===== config.mk =====
export PLATFORM = sky130hd
export DESIGN_NAME = circular_deque
export DESIGN_NICKNAME = d
export VERILOG_FILES = /design/src/cdq_pkg.sv /design/src/cdq_ctrl.sv /design/src/cdq_dp.sv /design/src/circular_deque.sv
export SDC_FILE = /design/constraint.sdc
export NUM_CORES = 2
export LEC_CHECK = 0
export BUFFER_PORTS_ARGS = -buffer_cell sky130_fd_sc_hd__buf_2
export CORE_UTILIZATION = 30
export DETAILED_ROUTE_END_ITERATION = 10
export GPL_TIMING_DRIVEN = 1
export PLACE_DENSITY = 0.54
export SYNTH_ARGS = -nofsm -noshare
export SYNTH_HDL_FRONTEND = slang
export SYNTH_SLANG_ARGS = --single-unit

===== constraint.sdc =====
create_clock -name clk -period 3.8 [get_ports clk]
set_input_delay 0.19 -clock clk [delete_from_list [all_inputs] [get_ports clk]]
set_output_delay 0.19 -clock clk [all_outputs]
set_load 0.02 [all_outputs]

===== src/cdq_pkg.sv =====
// Package with shared types and constants for the circular deque.
`timescale 1ns / 1ps
`default_nettype none
package cdq_pkg;

  localparam int DEPTH_DEF = 64;
  localparam int WORD_W    = 32;
  localparam int ACT_W     = 2;
  localparam int STAT_W    = 2;
  localparam int OCC_W     = 7;

  typedef enum logic [ACT_W-1:0] {
    ACT_PUSH_FRONT = 2'd0,
    ACT_PUSH_BACK  = 2'd1,
    ACT_POP_FRONT  = 2'd2,
    ACT_POP_BACK   = 2'd3
  } act_t;

  typedef enum logic [STAT_W-1:0] {
    ST_OK    = 2'd0,
    ST_FULL  = 2'd1,
    ST_EMPTY = 2'd2
  } status_t;

  typedef enum logic {
    S_IDLE = 1'b0,
    S_READ = 1'b1
  } state_t;

  typedef struct packed {
    logic exec;
    logic load_rd;
  } cmd_t;

  typedef struct packed {
    logic empty;
  } sts_t;

endpackage
`default_nettype wire


===== src/cdq_ctrl.sv =====
// Controller state machine for the circular deque handshakes and sequencing.
`timescale 1ns / 1ps
`default_nettype none
module cdq_ctrl (
  input  wire logic                             clk,
  input  wire logic                             rst_n,
  input  wire logic                             in_valid,
  output logic                                  in_stall,
  input  wire logic [cdq_pkg::ACT_W-1:0]        in_action,
  output logic                                  out_valid,
  input  wire logic                             out_stall,
  input  wire cdq_pkg::sts_t                    sts,
  output cdq_pkg::cmd_t                         cmd
);

  cdq_pkg::state_t state_r, state_nxt;
  logic            out_valid_r, out_valid_nxt;
  logic            accept;
  logic            is_pop;
  logic            pop_ok;

  assign is_pop = (in_action == cdq_pkg::ACT_POP_FRONT) ||
                  (in_action == cdq_pkg::ACT_POP_BACK);
  assign pop_ok = is_pop && !sts.empty;
  assign accept = (state_r == cdq_pkg::S_IDLE) && in_valid &&
                  (!out_valid_r || !out_stall);

  always_comb begin
    state_nxt = state_r;
    unique case (state_r)
      cdq_pkg::S_IDLE: begin
        if (accept && pop_ok) begin
          state_nxt = cdq_pkg::S_READ;
        end
      end
      cdq_pkg::S_READ: begin
        state_nxt = cdq_pkg::S_IDLE;
      end
      default: begin
        state_nxt = cdq_pkg::S_IDLE;
      end
    endcase
  end

  always_comb begin
    in_stall      = 1'b1;
    cmd.exec      = 1'b0;
    cmd.load_rd   = 1'b0;
    out_valid_nxt = out_valid_r && out_stall;
    unique case (state_r)
      cdq_pkg::S_IDLE: begin
        in_stall = !accept;
        cmd.exec = accept;
        if (accept && !pop_ok) begin
          out_valid_nxt = 1'b1;
        end
      end
      cdq_pkg::S_READ: begin
        cmd.load_rd   = 1'b1;
        out_valid_nxt = 1'b1;
      end
      default: begin
        in_stall = 1'b1;
      end
    endcase
  end

  always_ff @(posedge clk) begin
    if (!rst_n) begin
      state_r     <= cdq_pkg::S_IDLE;
      out_valid_r <= 1'b0;
    end else begin
      state_r     <= state_nxt;
      out_valid_r <= out_valid_nxt;
    end
  end

  assign out_valid = out_valid_r;

endmodule
`default_nettype wire


===== src/cdq_dp.sv =====
// Datapath of the circular deque: ring memory, head and count, result register.
`timescale 1ns / 1ps
`default_nettype none
module cdq_dp #(
  parameter int DEPTH = cdq_pkg::DEPTH_DEF
) (
  input  wire logic                             clk,
  input  wire logic                             rst_n,
  input  wire cdq_pkg::cmd_t                    cmd,
  output cdq_pkg::sts_t                         sts,
  input  wire logic [cdq_pkg::ACT_W-1:0]        in_action,
  input  wire logic [cdq_pkg::WORD_W-1:0]       in_push_word,
  output logic [cdq_pkg::WORD_W-1:0]            out_pop_word,
  output logic [cdq_pkg::STAT_W-1:0]            out_status,
  output logic [cdq_pkg::OCC_W-1:0]             out_occupancy
);

  localparam int IDX_W = (DEPTH > 1) ? $clog2(DEPTH) : 1;
  localparam int CNT_W = $clog2(DEPTH + 1);
  localparam int SUM_W = CNT_W + 1;
  localparam int EXT_W = (CNT_W > cdq_pkg::OCC_W) ? CNT_W : cdq_pkg::OCC_W;

  logic [cdq_pkg::WORD_W-1:0] mem [DEPTH];
  logic [cdq_pkg::WORD_W-1:0] rd_data_r;

  logic [IDX_W-1:0] head_r, head_nxt;
  logic [CNT_W-1:0] count_r, count_nxt;
  logic [IDX_W-1:0] head_dec, head_inc;
  logic [SUM_W-1:0] tail_sum, last_sum, tail_wrap, last_wrap;
  logic [IDX_W-1:0] wr_addr, rd_addr;
  logic             wr_en, rd_en;
  logic             full, empty;
  logic             pop_ok;
  cdq_pkg::act_t    act;
  cdq_pkg::status_t err_code;
  logic [EXT_W-1:0] occ_nxt_ext, occ_cur_ext;

  logic [cdq_pkg::WORD_W-1:0] pop_word_r;
  logic [cdq_pkg::STAT_W-1:0] status_r;
  logic [cdq_pkg::OCC_W-1:0]  occ_r;

  assign act   = cdq_pkg::act_t'(in_action);
  assign full  = (count_r == CNT_W'(DEPTH));
  assign empty = (count_r == '0);
  assign sts.empty = empty;

  assign head_dec = (head_r == '0) ? IDX_W'(DEPTH - 1) : head_r - 1'b1;
  assign head_inc = (head_r == IDX_W'(DEPTH - 1)) ? '0 : head_r + 1'b1;

  assign tail_sum  = SUM_W'(head_r) + SUM_W'(count_r);
  assign last_sum  = tail_sum - 1'b1;
  assign tail_wrap = (tail_sum >= SUM_W'(DEPTH)) ? tail_sum - SUM_W'(DEPTH) : tail_sum;
  assign last_wrap = (last_sum >= SUM_W'(DEPTH)) ? last_sum - SUM_W'(DEPTH) : last_sum;

  always_comb begin
    head_nxt = head_r;
    count_nxt = count_r;
    wr_en    = 1'b0;
    rd_en    = 1'b0;
    wr_addr  = head_dec;
    rd_addr  = head_r;
    pop_ok   = 1'b0;
    err_code = cdq_pkg::ST_OK;
    if (cmd.exec) begin
      unique case (act)
        cdq_pkg::ACT_PUSH_FRONT: begin
          if (full) begin
            err_code = cdq_pkg::ST_FULL;
          end else begin
            wr_en     = 1'b1;
            wr_addr   = head_dec;
            head_nxt  = head_dec;
            count_nxt = count_r + 1'b1;
          end
        end
        cdq_pkg::ACT_PUSH_BACK: begin
          if (full) begin
            err_code = cdq_pkg::ST_FULL;
          end else begin
            wr_en     = 1'b1;
            wr_addr   = tail_wrap[IDX_W-1:0];
            count_nxt = count_r + 1'b1;
          end
        end
        cdq_pkg::ACT_POP_FRONT: begin
          if (empty) begin
            err_code = cdq_pkg::ST_EMPTY;
          end else begin
            pop_ok    = 1'b1;
            rd_en     = 1'b1;
            rd_addr   = head_r;
            head_nxt  = head_inc;
            count_nxt = count_r - 1'b1;
          end
        end
        cdq_pkg::ACT_POP_BACK: begin
          if (empty) begin
            err_code = cdq_pkg::ST_EMPTY;
          end else begin
            pop_ok    = 1'b1;
            rd_en     = 1'b1;
            rd_addr   = last_wrap[IDX_W-1:0];
            count_nxt = count_r - 1'b1;
          end
        end
        default: begin
          err_code = cdq_pkg::ST_OK;
        end
      endcase
    end
  end

  always_ff @(posedge clk) begin
    if (wr_en) begin
      mem[wr_addr] <= in_push_word;
    end
    if (rd_en) begin
      rd_data_r <= mem[rd_addr];
    end
  end

  always_ff @(posedge clk) begin
    if (!rst_n) begin
      head_r  <= '0;
      count_r <= '0;
    end else begin
      head_r  <= head_nxt;
      count_r <= count_nxt;
    end
  end

  assign occ_nxt_ext = EXT_W'(count_nxt);
  assign occ_cur_ext = EXT_W'(count_r);

  always_ff @(posedge clk) begin
    if (cmd.exec && !pop_ok) begin
      pop_word_r <= '0;
      status_r   <= err_code;
      occ_r      <= occ_nxt_ext[cdq_pkg::OCC_W-1:0];
    end else if (cmd.load_rd) begin
      pop_word_r <= rd_data_r;
      status_r   <= cdq_pkg::ST_OK;
      occ_r      <= occ_cur_ext[cdq_pkg::OCC_W-1:0];
    end
  end

  assign out_pop_word  = pop_word_r;
  assign out_status    = status_r;
  assign out_occupancy = occ_r;

endmodule
`default_nettype wire


===== src/circular_deque.sv =====
// Top level of the circular deque: controller and datapath.
//
//   Channel | Direction | Handshake         | Fields
//   in      | input     | in_valid/in_stall | in_action, in_push_word
//   out     | output    | out_valid/out_stall | out_pop_word, out_status, out_occupancy
//
// A push or a rejected operation loads the result register directly; a successful pop
// first reads the ring memory, which has a registered read port, then loads it.
// An item is taken only while the result register is empty or being drained.
// Reset clears the head and count synchronously; the memory is not cleared.
// A stalled result holds in the output register until taken.
`timescale 1ns / 1ps
`default_nettype none
module circular_deque #(
  parameter int DEPTH = cdq_pkg::DEPTH_DEF
) (
  input  wire logic                             clk,
  input  wire logic                             rst_n,
  input  wire logic                             in_valid,
  output logic                                  in_stall,
  input  wire logic [cdq_pkg::ACT_W-1:0]        in_action,
  input  wire logic [cdq_pkg::WORD_W-1:0]       in_push_word,
  output logic                                  out_valid,
  input  wire logic                             out_stall,
  output logic [cdq_pkg::WORD_W-1:0]            out_pop_word,
  output logic [cdq_pkg::STAT_W-1:0]            out_status,
  output logic [cdq_pkg::OCC_W-1:0]             out_occupancy
);

  cdq_pkg::cmd_t cmd;
  cdq_pkg::sts_t sts;

  cdq_ctrl u_ctrl (
    .clk       (clk),
    .rst_n     (rst_n),
    .in_valid  (in_valid),
    .in_stall  (in_stall),
    .in_action (in_action),
    .out_valid (out_valid),
    .out_stall (out_stall),
    .sts       (sts),
    .cmd       (cmd)
  );

  cdq_dp #(
    .DEPTH (DEPTH)
  ) u_dp (
    .clk           (clk),
    .rst_n         (rst_n),
    .cmd           (cmd),
    .sts           (sts),
    .in_action     (in_action),
    .in_push_word  (in_push_word),
    .out_pop_word  (out_pop_word),
    .out_status    (out_status),
    .out_occupancy (out_occupancy)
  );

endmodule
`default_nettype wire


==> metrics.yaml <==
grt_overflow: 0
vdd_drop_max_v: 0.000512
die_h_um: 537
ys_async_sr_fraction_pct: 0
maxSlewHeadroom_pct: 8.99
cp_common_cell: "buf_12"
cp_max_fo: 7
drt_iter0_drc: 9133
timing.rr.start: "u_dp.count_r[0]"
grtUsageTotal_pct: 21.0
worst_slew_pin_slew_ns: 1.37
tns_ns: -0.0309
ys_ff_latch: 2136
syn-num-nets: 6177
worst_clock_skew_ns: 0.0560
crit_arrival_ns: 4.58
clk_latency_ns: 0.88
clock_sinks: 2136
power.density_nw_per_um2: 571
reg2reg_depth: 14
path_class: "reg -> reg"
wire_per_inst_um: 29.4
required_ns: 4.55
hold_slack_ns: 0.0260
area_growth_pct: 24.7
ioPinCount: 81
reg2reg_slack_ns: -0.03
synthCells: 6127
coreArea_sq_um: 283000
grt_pass1_vias: 57100
synth_ff_type: "edfxtp_1"
leakage_nw: 34.5
whs_path_depth: 2
utilization_pct: 37.7
start_kind: "flop"
drv_slew: 0
critPathMaxStageDelay_ns: 0.54
rsz0062_at_grt: "true"
htreeDepth: 4
setup_violations: 1
synth_edf_count: 2089
postRouteAntennaNets: 0
grt_max_degree: 215
drc: 0
rows: 195
r2r_end: "u_dp.rd_data_r[3]"
max-cap-violations: 0
finalHoldViolCount: 0
die_w_um: 537
die_area_sq_um: 288000
slowest_stage: "a31oi_1"
gp_congestion: 0.861
stdcell_count: 10700
final_layout_size_suffix_gt1_share_pct: 20.1
cp_cell_sequence: "ha_4 > fa_2 > buf_6 > or3_4 > xnor3_1 > mux2i_4 > buf_12 > nand2b_4 > buf_12 > buf_8 > buf_4 > a311o_1 > a31oi_1 > or4_1"
cts_buffers: 218
first_pass_iters: 6
routed_wirelength_um: 315000
setup.worst_path.end: "u_dp.rd_data_r[3]"
via_count: 61000
port_buffers: 80
place.detailed.hpwl_um: 194000
yosysWarnings: 0
initial_utilization_pct: 30.3
nets: 6802
ys_seq_area_share_pct: 74.3
min_period_ns: 3.83
cts_buffer_depth: 3
failed_checks: "negative setup slack"
run_status: "complete, but fails checks"
clock.fmax_mhz: 261
syn_area_sq_um: 85700
endpoint_kind: "flop"
avgViaCountPerCell: 5.70
antenna_found_initial: 34
crit_path_start: "u_dp.count_r[0]"
layout_setup_ws_ns: -0.0309
fin_crit_sh_pct: 101
grt_first_pass_wirelength_um: 435000
root_buffer: "clkbuf_16"
tritoncts: "built"
yosysUniqueCellTypes: 66
dp_cells: 10200
holdCritPathClass: "in -> reg"
avgSynthCellArea_sq_um: 14.0
clkTransAtPathRegs_ns: 0.06
what timing repair did:
item	4_1_cts	5_1_grt
endpoints found under the hold margin	479	0
buffers inserted	32	42
resized for setup	53	85
pin swaps	18	53
hold buffers	27	0
setup endpoints to repair	32	54
cloned	3	11
cell usage after synthesis (all sizes together) (2+ instances only):
master  number  area share [%]
nor3        11           0.089
and3       213             1.6
nand2b       3           0.022
a21o         3           0.026
mux2         4           0.053
nand4      130            0.95
a311o      204             2.4
nand3      914             5.3
edfxtp    2089              73
dfxtp       47             1.1
a21boi       3           0.026
o22ai        5           0.036
o31ai        4           0.035
or2          3           0.022
and2        12           0.088
xor2         3           0.031
nand2      500             2.2
buf        109            0.58
o21ai      534             3.1
nor2       131            0.59
ha          11            0.16
o21a         2           0.018
a211oi     204             1.8
or4         33            0.29
clkbuf     432             1.9
mux2i       88             1.0
or3          5           0.036
a221o       52            0.61
a32o         3           0.035
inv         15           0.066
a21oi       74            0.45
nand3b       2           0.018
xnor2        7           0.072
a31oi      260             1.9
routing by layer:
layer  up-vias  routed length [um]  share of wire [%]  global-route usage, %
met2      3501              144000                 46                   33.3
met5         -                 101              0.032                      0
met3       555               29800                9.5                   3.62
met4        16               11800                3.8                   7.17
met1     31400              128000                 41                   29.0
li1      25500                   -                  -                      -
power by group:
part / internal, W / total, W / switching [W] / leakage, nW
Sequential: 0.0263 / 0.0266 / 0.000264 / 19.2
Combinational: 0.00522 / 0.0135 / 0.00824 / 12.0
Clock: 0.0118 / 0.0210 / 0.00925 / 3.37
Total: 0.0433 / 0.0611 / 0.0178 / 34.5
through the flow:
stage                     power, W  cell area, sq um  setup WS [ns]
after detailed placement    0.0392             97900         -0.380
after floorplan             0.0326             85700         -0.253
after global routing        0.0628            107000        -0.0367
final                       0.0611            107000        -0.0309
after CTS                   0.0605            106000       -0.00217
after global placement      0.0392             97900         -0.412
registers in the layout, indices dropped and copies added, names as in the netlist:
| name | count |
|---|---|
| u_dp.out_status | 2 |
| u_dp.out_occupancy | 7 |
| u_dp.mem | 2048 |
| u_dp.count_r | 7 |
| u_dp.head_r | 6 |
| u_ctrl.state_r | 1 |
| u_ctrl.out_valid | 1 |
| u_dp.rd_data_r | 32 |
| u_dp.out_pop_word | 32 |
worst min path at each step:
stage / start / to
final: in_push_word[23] / u_dp.mem[9][23]
after global routing: in_push_word[23] / u_dp.mem[9][23]
after CTS: in_push_word[23] / u_dp.mem[9][23]
after detailed placement: in_push_word[7] / u_dp.mem[34][7]
after global placement: in_push_word[7] / u_dp.mem[34][7]
after floorplan: in_push_word[0] / u_dp.mem[0][0]
logic make-up (layout without fill, tap and decap cells):
group / Yosys count / after routing / synth area share, %
AO/OA/AOI/OAI: 1358 / 1358 / 10.5
XOR/XNOR: 11 / 11 / 0.128
adder cells (fa/ha/maj): 12 / 12 / 0.184
buffers and inverters: 556 / 1359 / 2.54
flip-flops: 2136 / 2136 / 74.3
multiplexers: 92 / 92 / 1.08
other: 0 / 28 / 0
AND/OR/NAND/NOR: 1962 / 1962 / 11.3
critical path, delay by kind of cell (launching register included):
kind / cells / cell delay (ns)
fa+ha+maj: 2 / 0.59
mux: 1 / 0.17
simple gates: 3 / 0.67
flops: 1 / 0.36
buf+inv: 5 / 0.79
xor+xnor: 1 / 0.22
compound gates: 2 / 0.90
cell type report:
type,instances,area [sq um]
clock buffer,278,5740
clock inverter,120,1150
tap,3743,4680
sequential,2136,63700
inverter,15,56.3
multi-input combinational,3435,21100
antenna,28,70.1
fill,26300,176000
timing repair buffer,946,10400
cells in the final DEF (no fill, tap or decap), types with 16 or more instances in the layout:
cell / instances
a211oi_2: 16
clkbuf_1: 55
edfxtp_1: 2089
and3_1: 213
a31oi_1: 229
a21oi_1: 70
nand4_1: 130
a221o_1: 52
clkbuf_16: 230
nor2_1: 62
a311o_1: 201
o21ai_0: 524
nand3_1: 911
dfxtp_1: 43
a31oi_4: 17
buf_12: 241
nand2_1: 498
buf_2: 80
or4_1: 28
clkinv_1: 44
clkinv_2: 41
mux2i_1: 86
diode_2: 28
dlygate4sd3_1: 27
buf_4: 560
a211oi_1: 188
bufinv_16: 16
nor2_4: 68
Note: power is estimated with default switching activity, not from simulation.
